==> config.mk <==
export PLATFORM = sky130hd
export DESIGN_NAME = xorshift64_uniform_draw_unit
export DESIGN_NICKNAME = d
export VERILOG_FILES = /design/src/hdl/xud_pkg.sv /design/src/hdl/xud_rem.sv /design/src/hdl/xorshift64_uniform_draw_unit.sv
export SDC_FILE = /design/constraint.sdc
export NUM_CORES = 1
export LEC_CHECK = 0
export BUFFER_PORTS_ARGS = -buffer_cell sky130_fd_sc_hd__buf_4
export CAP_MARGIN = 20
export CORE_MARGIN = 2
export CORE_UTILIZATION = 50
export CTS_CLUSTER_SIZE = 30
export DETAILED_ROUTE_END_ITERATION = 8
export PLACE_DENSITY = 0.78
export SYNTH_ARGS = -nofsm -noshare
export SYNTH_HDL_FRONTEND = slang
export SYNTH_HIERARCHICAL = 1
export SYNTH_SLANG_ARGS = --single-unit
==> constraint.sdc <==
create_clock -name clk -period 7.65 [get_ports clk]
set_clock_uncertainty 0.2 [all_clocks]
set_input_delay 1.1475 -clock clk [delete_from_list [all_inputs] [get_ports clk]]
set_output_delay 1.1475 -clock clk [all_outputs]
set_load 0.01 [all_outputs]
==> src/hdl/xud_pkg.sv <==
package xud_pkg;

  localparam int unsigned WORD_W = 64;
  localparam int unsigned BOUND_W = 32;
  localparam int unsigned SHIFT_A = 13;
  localparam int unsigned SHIFT_B = 7;
  localparam int unsigned SHIFT_C = 17;
  localparam int unsigned REM_STEPS = WORD_W;
  localparam int unsigned REM_CNT_W = $clog2(REM_STEPS);
  localparam logic [WORD_W-1:0] SEED_RESET = WORD_W'(1);

  localparam int unsigned STEP_W = 4;
  typedef logic [STEP_W-1:0] step_t;

  localparam step_t S_IDLE    = 4'd0;
  localparam step_t S_CHK     = 4'd1;
  localparam step_t S_LIM_LD  = 4'd2;
  localparam step_t S_LIM_RUN = 4'd3;
  localparam step_t S_LIMIT   = 4'd4;
  localparam step_t S_GEN     = 4'd5;
  localparam step_t S_TEST    = 4'd6;
  localparam step_t S_MOD_LD  = 4'd7;
  localparam step_t S_MOD_RUN = 4'd8;
  localparam step_t S_DONE    = 4'd9;
  localparam step_t S_RET     = 4'd10;
  localparam step_t S_ZERO    = 4'd11;

  typedef enum logic [2:0] {
    C_NEVER,
    C_ALWAYS,
    C_NO_INPUT,
    C_BOUND_ZERO,
    C_DIV_BUSY,
    C_REJECT,
    C_OUT_BUSY
  } cond_t;

  typedef enum logic [1:0] {
    D_NONE,
    D_ONES,
    D_WORD,
    D_ZERO
  } dsrc_t;

  typedef struct packed {
    dsrc_t div_load;
    logic  div_run;
    logic  limit_ld;
    logic  gen_step;
    logic  emit;
    cond_t cond;
    step_t target;
  } ctl_t;

  typedef struct packed {
    logic load;
    logic run;
  } rem_cmd_t;

  function automatic ctl_t rom_word(step_t pc);
    ctl_t w;
    w = '{div_load: D_NONE, div_run: 1'b0, limit_ld: 1'b0, gen_step: 1'b0,
          emit: 1'b0, cond: C_NEVER, target: S_IDLE};
    case (pc)
      S_IDLE: begin
        w.cond = C_NO_INPUT;
        w.target = S_IDLE;
      end
      S_CHK: begin
        w.cond = C_BOUND_ZERO;
        w.target = S_ZERO;
      end
      S_LIM_LD: begin
        w.div_load = D_ONES;
      end
      S_LIM_RUN: begin
        w.div_run = 1'b1;
        w.cond = C_DIV_BUSY;
        w.target = S_LIM_RUN;
      end
      S_LIMIT: begin
        w.limit_ld = 1'b1;
      end
      S_GEN: begin
        w.gen_step = 1'b1;
      end
      S_TEST: begin
        w.cond = C_REJECT;
        w.target = S_GEN;
      end
      S_MOD_LD: begin
        w.div_load = D_WORD;
      end
      S_MOD_RUN: begin
        w.div_run = 1'b1;
        w.cond = C_DIV_BUSY;
        w.target = S_MOD_RUN;
      end
      S_DONE: begin
        w.emit = 1'b1;
        w.cond = C_OUT_BUSY;
        w.target = S_DONE;
      end
      S_RET: begin
        w.cond = C_ALWAYS;
        w.target = S_IDLE;
      end
      S_ZERO: begin
        w.gen_step = 1'b1;
        w.div_load = D_ZERO;
        w.cond = C_ALWAYS;
        w.target = S_DONE;
      end
      default: begin
        w.cond = C_ALWAYS;
        w.target = S_IDLE;
      end
    endcase
    return w;
  endfunction

  function automatic logic [WORD_W-1:0] xs_step(logic [WORD_W-1:0] s);
    logic [WORD_W-1:0] x;
    x = s;
    x = x ^ (x << SHIFT_A);
    x = x ^ (x >> SHIFT_B);
    x = x ^ (x << SHIFT_C);
    return x;
  endfunction

endpackage

==> src/hdl/xud_rem.sv <==
module xud_rem (
  input  logic                                 clk,
  input  logic                                 rst_n,
  input  xud_pkg::rem_cmd_t                    cmd,
  input  logic [xud_pkg::WORD_W-1:0]           dividend,
  input  logic [xud_pkg::BOUND_W-1:0]          divisor,
  output logic [xud_pkg::BOUND_W-1:0]          rem,
  output logic                                 last
);

  logic [xud_pkg::WORD_W-1:0]    dvd_r;
  logic [xud_pkg::BOUND_W-1:0]   rem_r;
  logic [xud_pkg::REM_CNT_W-1:0] cnt_r;
  logic [xud_pkg::BOUND_W:0]     trial;
  logic [xud_pkg::BOUND_W+1:0]   diff;
  logic [xud_pkg::BOUND_W-1:0]   rem_nxt;

  assign trial = {rem_r, dvd_r[xud_pkg::WORD_W-1]};
  assign diff = {1'b0, trial} - {2'b00, divisor};
  assign rem_nxt = diff[xud_pkg::BOUND_W+1] ? trial[xud_pkg::BOUND_W-1:0]
                                            : diff[xud_pkg::BOUND_W-1:0];
  assign rem = rem_r;
  assign last = (cnt_r == {xud_pkg::REM_CNT_W{1'b1}});

  always_ff @(posedge clk) begin
    if (!rst_n) begin
      cnt_r <= '0;
    end else if (cmd.load) begin
      cnt_r <= '0;
    end else if (cmd.run) begin
      cnt_r <= cnt_r + 1'b1;
    end
  end

  always_ff @(posedge clk) begin
    if (cmd.load) begin
      dvd_r <= dividend;
      rem_r <= '0;
    end else if (cmd.run) begin
      dvd_r <= {dvd_r[xud_pkg::WORD_W-2:0], 1'b0};
      rem_r <= rem_nxt;
    end
  end

endmodule

==> src/hdl/xorshift64_uniform_draw_unit.sv <==
// Unbiased bounded draws from a 64-bit xorshift generator (shifts 13, 7, 17).
// Each input transaction carries a bound n; the unit derives the rejection
// limit 2^64-1 - ((2^64-1) mod n), steps the generator until a word below it
// appears, and returns that word mod n with the raw word. A write on cfg_we
// loads cfg_data into the generator state; reset loads 1. Both remainders run
// on one shared restoring remainder unit at one bit per cycle; every rejected
// word adds one more generator step and test. After the result is presented the
// unit passes through S_RET back to S_IDLE before it takes the next request.
// A zero bound steps the generator once and returns value 0. One request is in
// flight at a time; a new one is taken while the previous result still waits
// at the output.
module xorshift64_uniform_draw_unit (
  input  logic                          clk,
  input  logic                          rst_n,
  input  logic                          cfg_we,
  input  logic [xud_pkg::WORD_W-1:0]    cfg_data,
  input  logic                          in_valid,
  output logic                          in_stall,
  input  logic [xud_pkg::BOUND_W-1:0]   in_bound,
  output logic                          out_valid,
  input  logic                          out_stall,
  output logic [xud_pkg::BOUND_W-1:0]   out_value,
  output logic [xud_pkg::WORD_W-1:0]    out_raw_word
);

  xud_pkg::step_t                pc_r;
  xud_pkg::step_t                pc_nxt;
  xud_pkg::ctl_t                 ctl;
  xud_pkg::rem_cmd_t             rem_cmd;
  logic [xud_pkg::WORD_W-1:0]    state_r;
  logic [xud_pkg::WORD_W-1:0]    word_r;
  logic [xud_pkg::WORD_W-1:0]    limit_r;
  logic [xud_pkg::BOUND_W-1:0]   bound_r;
  logic [xud_pkg::WORD_W-1:0]    gen_nxt;
  logic [xud_pkg::WORD_W-1:0]    dividend;
  logic [xud_pkg::BOUND_W-1:0]   rem;
  logic                          rem_last;
  logic                          in_acc;
  logic                          out_busy;
  logic                          take;
  logic                          out_valid_r;
  logic [xud_pkg::BOUND_W-1:0]   out_value_r;
  logic [xud_pkg::WORD_W-1:0]    out_raw_word_r;

  assign ctl = xud_pkg::rom_word(pc_r);
  assign in_stall = (pc_r != xud_pkg::S_IDLE);
  assign in_acc = in_valid && !in_stall;
  assign out_busy = out_valid_r && out_stall;
  assign gen_nxt = xud_pkg::xs_step(state_r);

  assign out_valid = out_valid_r;
  assign out_value = out_value_r;
  assign out_raw_word = out_raw_word_r;

  always_comb begin
    case (ctl.cond)
      xud_pkg::C_NEVER:      take = 1'b0;
      xud_pkg::C_ALWAYS:     take = 1'b1;
      xud_pkg::C_NO_INPUT:   take = !in_valid;
      xud_pkg::C_BOUND_ZERO: take = (bound_r == '0);
      xud_pkg::C_DIV_BUSY:   take = !rem_last;
      xud_pkg::C_REJECT:     take = (word_r >= limit_r);
      xud_pkg::C_OUT_BUSY:   take = out_busy;
      default:               take = 1'b0;
    endcase
    pc_nxt = take ? ctl.target : pc_r + 1'b1;
  end

  always_comb begin
    case (ctl.div_load)
      xud_pkg::D_ONES: dividend = '1;
      xud_pkg::D_WORD: dividend = word_r;
      default:         dividend = '0;
    endcase
    rem_cmd.load = (ctl.div_load != xud_pkg::D_NONE);
    rem_cmd.run = ctl.div_run;
  end

  xud_rem u_rem (
    .clk      (clk),
    .rst_n    (rst_n),
    .cmd      (rem_cmd),
    .dividend (dividend),
    .divisor  (bound_r),
    .rem      (rem),
    .last     (rem_last)
  );

  always_ff @(posedge clk) begin
    if (!rst_n) begin
      pc_r <= xud_pkg::S_IDLE;
      out_valid_r <= 1'b0;
      state_r <= xud_pkg::SEED_RESET;
    end else begin
      pc_r <= pc_nxt;
      if (cfg_we) begin
        state_r <= cfg_data;
      end else if (ctl.gen_step) begin
        state_r <= gen_nxt;
      end
      if (ctl.emit && !out_busy) begin
        out_valid_r <= 1'b1;
      end else if (out_valid_r && !out_stall) begin
        out_valid_r <= 1'b0;
      end
    end
  end

  always_ff @(posedge clk) begin
    if (in_acc) begin
      bound_r <= in_bound;
    end
    if (ctl.gen_step) begin
      word_r <= gen_nxt;
    end
    if (ctl.limit_ld) begin
      limit_r <= ~{{(xud_pkg::WORD_W-xud_pkg::BOUND_W){1'b0}}, rem};
    end
    if (ctl.emit && !out_busy) begin
      out_value_r <= rem;
      out_raw_word_r <= word_r;
    end
  end

endmodule

==> After elaboration in Yosys (flattened, before gate mapping) <==
Index checks and enable logic that the tools add are counted.
{ "word_totals": {"regBits": 427, "inputBits": 101, "out_inout_bits": 98, "word_cells": 75} }
{ "op_classes": {"addsub": 3, "order_cmp": 1, "eq_ne": 19, "muxes": 16, "bitwise_logic": 5, "reduce_logical": 20} }
{ "op_table": {"columns": ["op", "n"], "rows": [
  ["$mux 64", 4],
  ["$pmux 64 s2", 1],
  ["$xor 64x64->64", 2],
  ["$ge 64x64->1", 1],
  ["$not 32->64", 1],
  ["$xor 64x57->64", 1],
  ["$pmux 7 s8", 1],
  ["$sub 33x32->34", 1],
  ["$logic_not 32->1", 1],
  ["$mux 32", 1],
  ["$eq 4x3->1 const B", 4],
  ["$eq 4x4->1 const B", 3],
  ["$eq 3x3->1 const B", 3],
  ["$eq 4x2->1 const B", 2],
  ["$reduce_bool 2->1", 4],
  ["$add 6x1->6 const B", 1],
  ["$eq 3x2->1 const B", 2],
  ["$eq 6x6->1 const B", 1],
  ["$mux 1", 6],
  ["$pmux 1 s6", 1],
  ["$pmux 2 s3", 1],
  ["$reduce_or 2->1", 3],
  ["$logic_not 1->1", 5],
  ["$add 4x1->4 const B", 1],
  ["other kinds (10)", 13]
]} }

==> Longest topological paths before layout <==
Gate-level depths: netlist (run 1).
{ "logic_depth": {"word_depth": 6, "ltp_mapped": 14, "mapped_depth_nobuf": 11} }

==> Modules after synthesis <==
The synthesis (run 1) kept the hierarchy.
{ "modules_own_cells": {"columns": ["mod", "instances", "cells_each", "area_each_um2", "seq_area_each_um2"], "rows": [
  ["xorshift64_uniform_draw_unit", 1, 1160, 13670.6, 8107.8],
  ["xud_rem", 1, 628, 6402.4, 2682.6]
]} }

==> Worst setup path before layout (run 1) <==
Ideal clock, no wire load.
{ "synth_timing": {"path_kind": "input to register", "startpoint": "in out_stall", "endpoint": "reg out_raw_word_r, in the netlist out_raw_word[0] (enable)", "setup_ns": 0.582, "t_arrival_ns": 5.804, "required_time_ns": 6.868, "path_slack_ns": 1.063, "cell_stages": 1, "n_path_buf": 0, "path_cell_list": "a21oi_1"} }
{ "synth_via": {"elab_chain_cells": 3} }
{ "synth_lines": {"columns": ["element", "line", "source"], "rows": [
  ["from (decl)", "xorshift64_uniform_draw_unit.sv:21", "input logic out_stall,"],
  ["$logic_and 1x1->1", "xorshift64_uniform_draw_unit.sv:48", "assign out_busy = out_valid_r && out_stall;"],
  ["$logic_not 1->1", "xorshift64_uniform_draw_unit.sv:119", "if (ctl.emit && !out_busy) begin"],
  ["$logic_and 1x1->1", "xorshift64_uniform_draw_unit.sv:119", null],
  ["to (signal assigned)", "xorshift64_uniform_draw_unit.sv:121", "out_raw_word_r <= word_r;"],
  ["to (decl)", "xorshift64_uniform_draw_unit.sv:43", "logic [xud_pkg::WORD_W-1:0] out_raw_word_r;"]
]} }
No other way between the ends.
A chain may end at the register's enable or synchronous reset.

==> out/qor.csv, run 1 <==
stage,metric,value,unit
outcome,status,completed,
layout,nFillCells,3277,
die,core-area,39600,um^2
die,boundaryPins,199,
setup_path,critical_path_required,7630,ps
synthesis,synth_area_leaders,"edfxtp_1 43%, dfxtp_1 11%, xnor2_1 6.4%, ha_1 4.5%, mux2_2 3.6%",
layout,antennaDiodeCount,0,
pwr,power,8.34,mW
setup_path,crit_buf_inv,3,
sta,min_period_over_period,47.2,%
cts,tritoncts,done,
sta,max_slew_margin,40.2,%
synthesis,ys_seq_area_share,53.8,%
route,routed_wl,50300,um
global_routing,track_usage,23.8,%
setup_path,critPathArrivalTime,3590,ps
setup_path,end_kind,register,
synthesis,ys_ff_latch,395,
cts,htree_levels,2,
sta,hold_viol_final,0,
setup_path,slowest_delay,650,ps
sta,fmax,277,MHz
setup_path,crit_top_cell,inv_2,
layout,multi_input_area,8380,um^2
synthesis,synthCells,1788,
placement,dp_hpwl,36500,um
setup_path,cp-start-kind,register,
cts,clk_pin_slew,60,ps
route,wire_per_inst,20.1,um
cts,cts_resized,0,
synthesis,synth_edf_count,288,
placement,gp_congestion,0.931,
layout,layout_common_cells,"288 x edfxtp_1, 208 x buf_4, 147 x xnor2_1",
layout,drive_above_1_share,18.1,%
die,initial_core_util,50.6,%
layout,post-route-util,58.9,%
cts,clock_latency,570,ps
route,ant_nets,0,
die,dieArea,41800,um^2
cts,cts_hold_repair.buffers,0,
synthesis,ys_types,77,
pwr,peakVddDrop,0.234,mV
global_routing,grt_overflow,0,
cts,cts_buffers,41,
global_routing,grt_pass1_wl,76400,um
global_routing,antenna_found_initial,0,
synthesis,synth_area_per_cell,11.2,um^2
route,initialDrtViolationCount,1154,
sta,rsz0062_at_grt,no,
layout,syn_to_final_growth,16.4,%
placement,port_buffers,198,
die,fp.dieH,204,um
die,die_w,204,um
synthesis,synth.top_cell.area_share,43.1,%
sta,drv_slew,0,
route,firstDrtPassIters,5,
route,drc_errors,0,
synthesis,syn-cell-area,20100,um^2
route,detail_route.vias_per_cell,5.61,
sta,finalSetupTns,0,ps
layout,final-seq-area,10800,um^2
setup_path,path_class,register to register,
route,vias,14046,
layout,mostFrequentLayoutCell,edfxtp_1,
setup_path,critical_path_peak_fanout,64,
global_routing,grt_pass1_vias,13443,
flow_run,maxCapViolCount,0,
sta,fin_crit,3610,ps
global_routing,grt_max_degree,92,
cts,cts-root-buf,clkbuf_16,
cts,clockBufferDepth,3,
pwr,p_leak,8.66,nW
setup_path,worst_path_max_delay_cell,buf_4,
synthesis,ys_async_sr_fraction,0,%
setup_path,path_cells,ha_1 -> nand2_1 -> a21o_1 -> ha_2 -> inv_2 -> nor2_1 -> inv_2 -> buf_4,
sta,tightestPinTransition,889,ps
layout,finalNetCount,2120,
synthesis,ys_warn_count,6,
pwr,power_density,357,nW/um^2
worst_hold_path,hold_path_class,register to register,
setup_path,rrSetupSlack,4040,ps
die,row_count,73,
synthesis,synth_fp_nets,1962,
synthesis,synth_flop_cell,edfxtp_1,
cts,cts.sinks,395,
sta,setup_violations,0,
cts,cts_setup_buffers,0,
setup_path,crit_family,buffers and inverters,
synthesis,synth_area_leader_cell,edfxtp_1,
worst paths after layout:
check / endpoint / cells past startpoint / start
setup / recovery: u_rem/dvd_r[54] / 8 / pc_r[0]
hold / removal: u_rem/cnt_r[5] / 2 / u_rem/cnt_r[5]
setup reg to reg: u_rem/dvd_r[54] / 8 / pc_r[0]
hold reg to reg: u_rem/cnt_r[5] / 2 / u_rem/cnt_r[5]
kinds of logic (layout without fill, tap and decap cells):
logic type / after synthesis / count (layout) / share of synthesized area [%]
fa+ha+maj: 73 / 73 / 4.59
flops: 395 / 395 / 53.8
compound gates: 339 / 339 / 10.8
xor+xnor: 204 / 204 / 8.97
simple gates: 430 / 430 / 10.7
buf+inv: 222 / 413 / 4.61
mux: 125 / 125 / 6.64
synthesized netlist by cell type (all sizes together), types with 3 or more instances:
cell type / number
a211o: 4
a211oi: 24
a21boi: 4
a21o: 12
a21oi: 128
a221oi: 3
a311oi: 18
a31o: 3
a31oi: 11
a32oi: 3
and2: 45
buf: 40
clkbuf: 55
dfxtp: 107
edfxtp: 288
ha: 72
inv: 127
mux2: 65
mux2i: 60
nand2: 146
nand2b: 9
nand3: 13
nand3b: 3
nand4: 28
nor2: 83
nor2b: 77
nor3: 3
nor4: 11
o211a: 6
o211ai: 6
o21a: 7
o21ai: 79
o21bai: 5
o2bb2ai: 3
o31ai: 5
xnor2: 147
xor2: 56
cell type report:
class / count / share of cell area, %
Tap cell: 525 / 2.81
Clock buffer: 54 / 4.87
Inverter: 127 / 2.05
Sequential cell: 395 / 46.2
Clock inverter: 22 / 1.25
Multi-Input combinational cell: 1171 / 35.9
Timing Repair Buffer: 210 / 6.92
metal layers:
metal  routed length [um]  global-route usage, %  vias up
met2                22700                   36.2      526
met1                22600                   35.0     6790
met4                 1260                   7.53        0
met5                    0                      0        -
li1                     -                      -     6651
met3                 3750                   3.49       79
registers in the layout (all words and copies together) (netlist names):
name and flops:
u_rem/rem 32, pc_r 4, u_rem/dvd_r 64, out_valid 1, bound_r 32, out_value 32, word_r 64, out_raw_word 64
state_r 64, limit_r 32, u_rem/cnt_r 6
per-stage QoR:
step                      cell area, um^2  worst slack, ps  hold WS (ps)  cells
after floorplan                     20100             1060           250   1788
after global placement              21900             3960           270   2426
after detailed placement            21900             3820           285   2426
after CTS                           23300             3760           293   2502
after global routing                23400             3740           330   2504
final                               23400             4040           298   2504
report_power, final:
group	switching [mW]	internal, mW	total, mW
registers	0.315	2.95	3.26
clock network	0.830	1.29	2.12
logic	1.76	1.21	2.96
tightest hold or removal path, cell delays in order, from the launching register on:
cell,delay (ps)
dfxtp_1,320
o21ai_0,70
a21oi_1,60
No activity file was read; power rests on OpenSTA's default activity.
==> run 2, diff against run 1 <==
--- a/config.mk
+++ b/config.mk
@@ -5,6 +5,7 @@
 export SDC_FILE = /design/constraint.sdc
 export NUM_CORES = 1
 export LEC_CHECK = 0
+export ABC_AREA = 1
 export BUFFER_PORTS_ARGS = -buffer_cell sky130_fd_sc_hd__buf_4
 export CAP_MARGIN = 20
 export CORE_MARGIN = 2
==> constraint.sdc (replaced) <==
create_clock -name clk -period 3.7 [get_ports clk]
set_clock_uncertainty 0.2 [all_clocks]
set_input_delay 0.555 -clock clk [delete_from_list [all_inputs] [get_ports clk]]
set_output_delay 0.555 -clock clk [all_outputs]
set_load 0.01 [all_outputs]
==> run 2 against run 1 <==
Clock power up 88%. Non-clock buffer count grew 44. Power is 90% higher. Synthesized cell count up 28%. Design area rose by 2.5%. Register-to-register slack got worse by 3300 ps. Worst hold slack got worse by 230 ps.
==> out/qor.csv, run 2 <==
stage,metric,value,unit,change
setup_path,path_cells,ha_1 -> nand3_1 -> nand2_1 -> inv_1 -> ha_1 -> clkinv_1 -> buf_4 -> nor2_2 -> buf_4 -> nand2_1 -> clkinv_1 -> nand2_1 -> nand2_1,,
route,drc_errors,0,,unchanged
cts,cts_resized,0,,unchanged
placement,port_buffers,198,,unchanged
pwr,switching_share,37.2,%,+2.4 points
global_routing,antenna_found_initial,4,,+4
flow_run,maxCapViolCount,0,,unchanged
pwr,p_comb_share,33.0,%,-2.5 points
setup_path,crit_start,pc_r[0],,
setup_path,cp-start-kind,register,,
global_routing,grt_pass1_wl,87200,um,+14%
synthesis,ys_warn_count,6,,unchanged
cts,tritoncts,done,,
sta,fmax,335,MHz,+21%
synthesis,synth_area_leaders,"edfxtp_1 43%, nand2_1 15%, dfxtp_1 11%, inv_1 5.1%, ha_1 4.4%",,
route,wire_per_inst,18.5,um,-8.0%
setup_path,r2r_start,pc_r[0],,
setup_path,critPathArrivalTime,3230,ps,-360 ps
setup_path,crit_top_cell,nand2_1,,
synthesis,ys_seq_area_share,53.1,%,-0.65 points
setup_path,end_kind,register,,
sta,drv_slew,0,,unchanged
outcome,status,completed,,
synthesis,ys_ff_latch,395,,unchanged
synthesis,synth.most_common_cell,nand2_1,,
setup_path,worst_path_max_delay_cell,buf_4,,
pwr,power,15.8,mW,+90%
sta,fin_crit,2980,ps,-632 ps
cts,cts.sinks,395,,unchanged
pwr,power_density,662,nW/um^2,+85%
layout,layout_common_cells,"820 x nand2_1, 288 x edfxtp_1, 273 x inv_1",,
pwr,switchingPower,5.89,mW,+100%
synthesis,synthCells,2295,,+28%
sta,tightestPinTransition,776,ps,-113 ps
route,ant_nets,0,,unchanged
layout,mostFrequentLayoutCell,nand2_1,,
die,fp.dieH,206,um,+0.60%
pwr,p_leak,10.3,nW,+19%
die,initial_core_util,50.9,%,+0.27 points
setup_path,critical_path_required,3950,ps,-3680 ps
route,initialDrtViolationCount,1962,,+70%
layout,nFillCells,3307,,+0.92%
die,core-area,39900,um^2,+0.69%
global_routing,track_usage,27.1,%,+3.3 points
cts,cts_buffers,41,,unchanged
route,firstDrtPassIters,7,,+2
cts,htree_levels,2,,unchanged
synthesis,ys_types,44,,-43%
pwr,peakVddDrop,0.422,mV,+80%
route,vias,16752,,+19%
placement,gp_congestion,0.943,,+1.3%
synthesis,synth_area_per_cell,8.85,um^2,-21%
route,detail_route.vias_per_cell,5.45,,-2.9%
route,routed_wl,56800,um,+13%
cts,cts-root-buf,clkbuf_16,,
synthesis,synth.top_cell.area_share,42.6,%,-0.52 points
synthesis,synth_fp_nets,2469,,+26%
sta,hold_viol_final,0,,unchanged
cts,clockBufferDepth,3,,unchanged
setup_path,path_class,register to register,,
cts,clock_latency,580,ps,about the same
worst_hold_path,hold_start,cfg_data[52],,
layout,antennaDiodeCount,0,,unchanged
layout,finalNetCount,2692,,+27%
die,row_count,73,,unchanged
die,die_w,206,um,+0.60%
sta,setup_violations,0,,unchanged
die,boundaryPins,199,,unchanged
cts,clk_pin_slew,60,ps,about the same
synthesis,synth_flop_cell,edfxtp_1,,
global_routing,grt_max_degree,67,,-27%
layout,syn_to_final_growth,17.8,%,
synthesis,synth_edf_count,288,,unchanged
synthesis,ys_async_sr_fraction,0,%,unchanged
pwr,pwr-share-seq,41.8,%,+2.7 points
setup_path,critical_path_peak_fanout,65,,+1.6%
global_routing,grt_overflow,0,,unchanged
die,dieArea,42300,um^2,+1.2%
sta,rsz0062_at_grt,no,,
synthesis,syn-cell-area,20300,um^2,+1.2%
placement,dp_hpwl,41900,um,+15%
pwr,p_int,9.95,mW,+83%
global_routing,grt_pass1_vias,16111,,+20%
cts,cts_setup_buffers,0,,unchanged
worst_hold_path,hold_path_class,input port to register,,
sta,min_period_over_period,80.6,%,+33 points
sta,finalSetupTns,0,ps,unchanged
layout,drive_above_1_share,13.4,%,-4.6 points
sta,max_slew_margin,48.3,%,+8.1 points
setup_path,slowest_delay,530,ps,-120 ps
synthesis,synth_area_leader_cell,edfxtp_1,,
synthesis,synth_top_cells_by_count,"821 x nand2_1, 288 x edfxtp_1, 275 x inv_1, 107 x dfxtp_1, 101 x a21oi_1",,
pwr,clockPowerShare,25.2,%,-0.2 points
[run 2: cell types whose count changed in the layout (fill, tap and decap cells not counted), moves of 60 or more]
cell	before	now
inv_1	124	273
mux2_2	65	0
mux2i_1	60	0
nand2_1	144	820
nand3_1	13	97
nor2b_1	77	0
[run 2: cell type report]
class	count	area (um^2)	share of cell area [%]
Timing Repair Buffer	254	2010	8.40
Inverter	299	1120	4.69
Sequential cell	395	10800	45.1
Tap cell	525	657	2.74
Clock inverter	21	180	0.753
Clock buffer	55	1110	4.64
Multi-Input combinational cell	1527	8070	33.7
[run 2: worst max-delay path, delay by kind of cell (launching register included)]
kind                       cells  cell delay (ps)
adders and majority gates      2              480
and+or+nand+nor                6              730
DFF                            1              420
buffers and inverters          5             1040
[run 2: routing by layer]
metal / wire length (um) / global-route usage [%] / share of wire [%] / vias up
li1: - / - / - / 7850
met1: 22300 / 35.9 / 39 / 7819
met2: 26100 / 42.9 / 46 / 919
met3: 6310 / 6.72 / 11 / 154
met4: 2090 / 10.3 / 3.7 / 10
met5: 78 / 0 / 0.14 / -
[run 2: worst paths after layout]
| kind | endpoint | slack, ps | depth (start not counted) |
|---|---|---|---|
| setup / recovery | u_rem/rem[30] | 720 | 13 |
| hold / removal | state_r[52] | 70 | 3 |
| setup reg to reg | u_rem/rem[30] | 720 | 13 |
| hold reg to reg | u_rem/cnt_r[1] | 290 | 2 |
[run 2: cell families (layout without fill, tap and decap cells)]
kind of cell / count (synthesis) / after routing / share of synthesized area [%]
adder cells (fa/ha/maj): 73 / 73 / 4.53
AND/OR/NAND/NOR: 1092 / 1092 / 22.5
flip-flops: 395 / 395 / 53.1
XOR/XNOR: 171 / 171 / 7.37
buffers and inverters: 373 / 629 / 7.27
AO/OA/AOI/OAI: 191 / 191 / 5.23
[run 2: through the flow]
step | cell area [um^2] | instances | util (%) | worst slack [ps] | hold WS [ps]
finish | 23900 | 3076 | 60.0 | 717 | 66.4
global route | 23900 | 3076 | 60.0 | 537 | 66.7
CTS | 23900 | 3076 | 60.0 | 738 | 52.0
detailed placement | 22300 | 2968 | 55.9 | 788 | 276
global placement | 22300 | 2968 | 55.9 | 898 | 263
floorplan | 20300 | 2295 | - | 446 | 250
[run 2: what timing repair did]
item,in CTS,in global routing
hold endpoints to repair,32,0
hold buffers,32,0
setup endpoints to repair,0,0
[run 2: power groups by stage]
stage,sequential (mW),clock [mW],combinational [mW]
2_1_floorplan,6.51,0,3.61
6_report,6.63,3.99,5.23
3_5_place_dp,6.69,0,5.07
4_1_cts,6.61,4.03,5.15
5_1_grt,6.70,4.22,5.75
3_3_place_gp,6.67,0,4.94
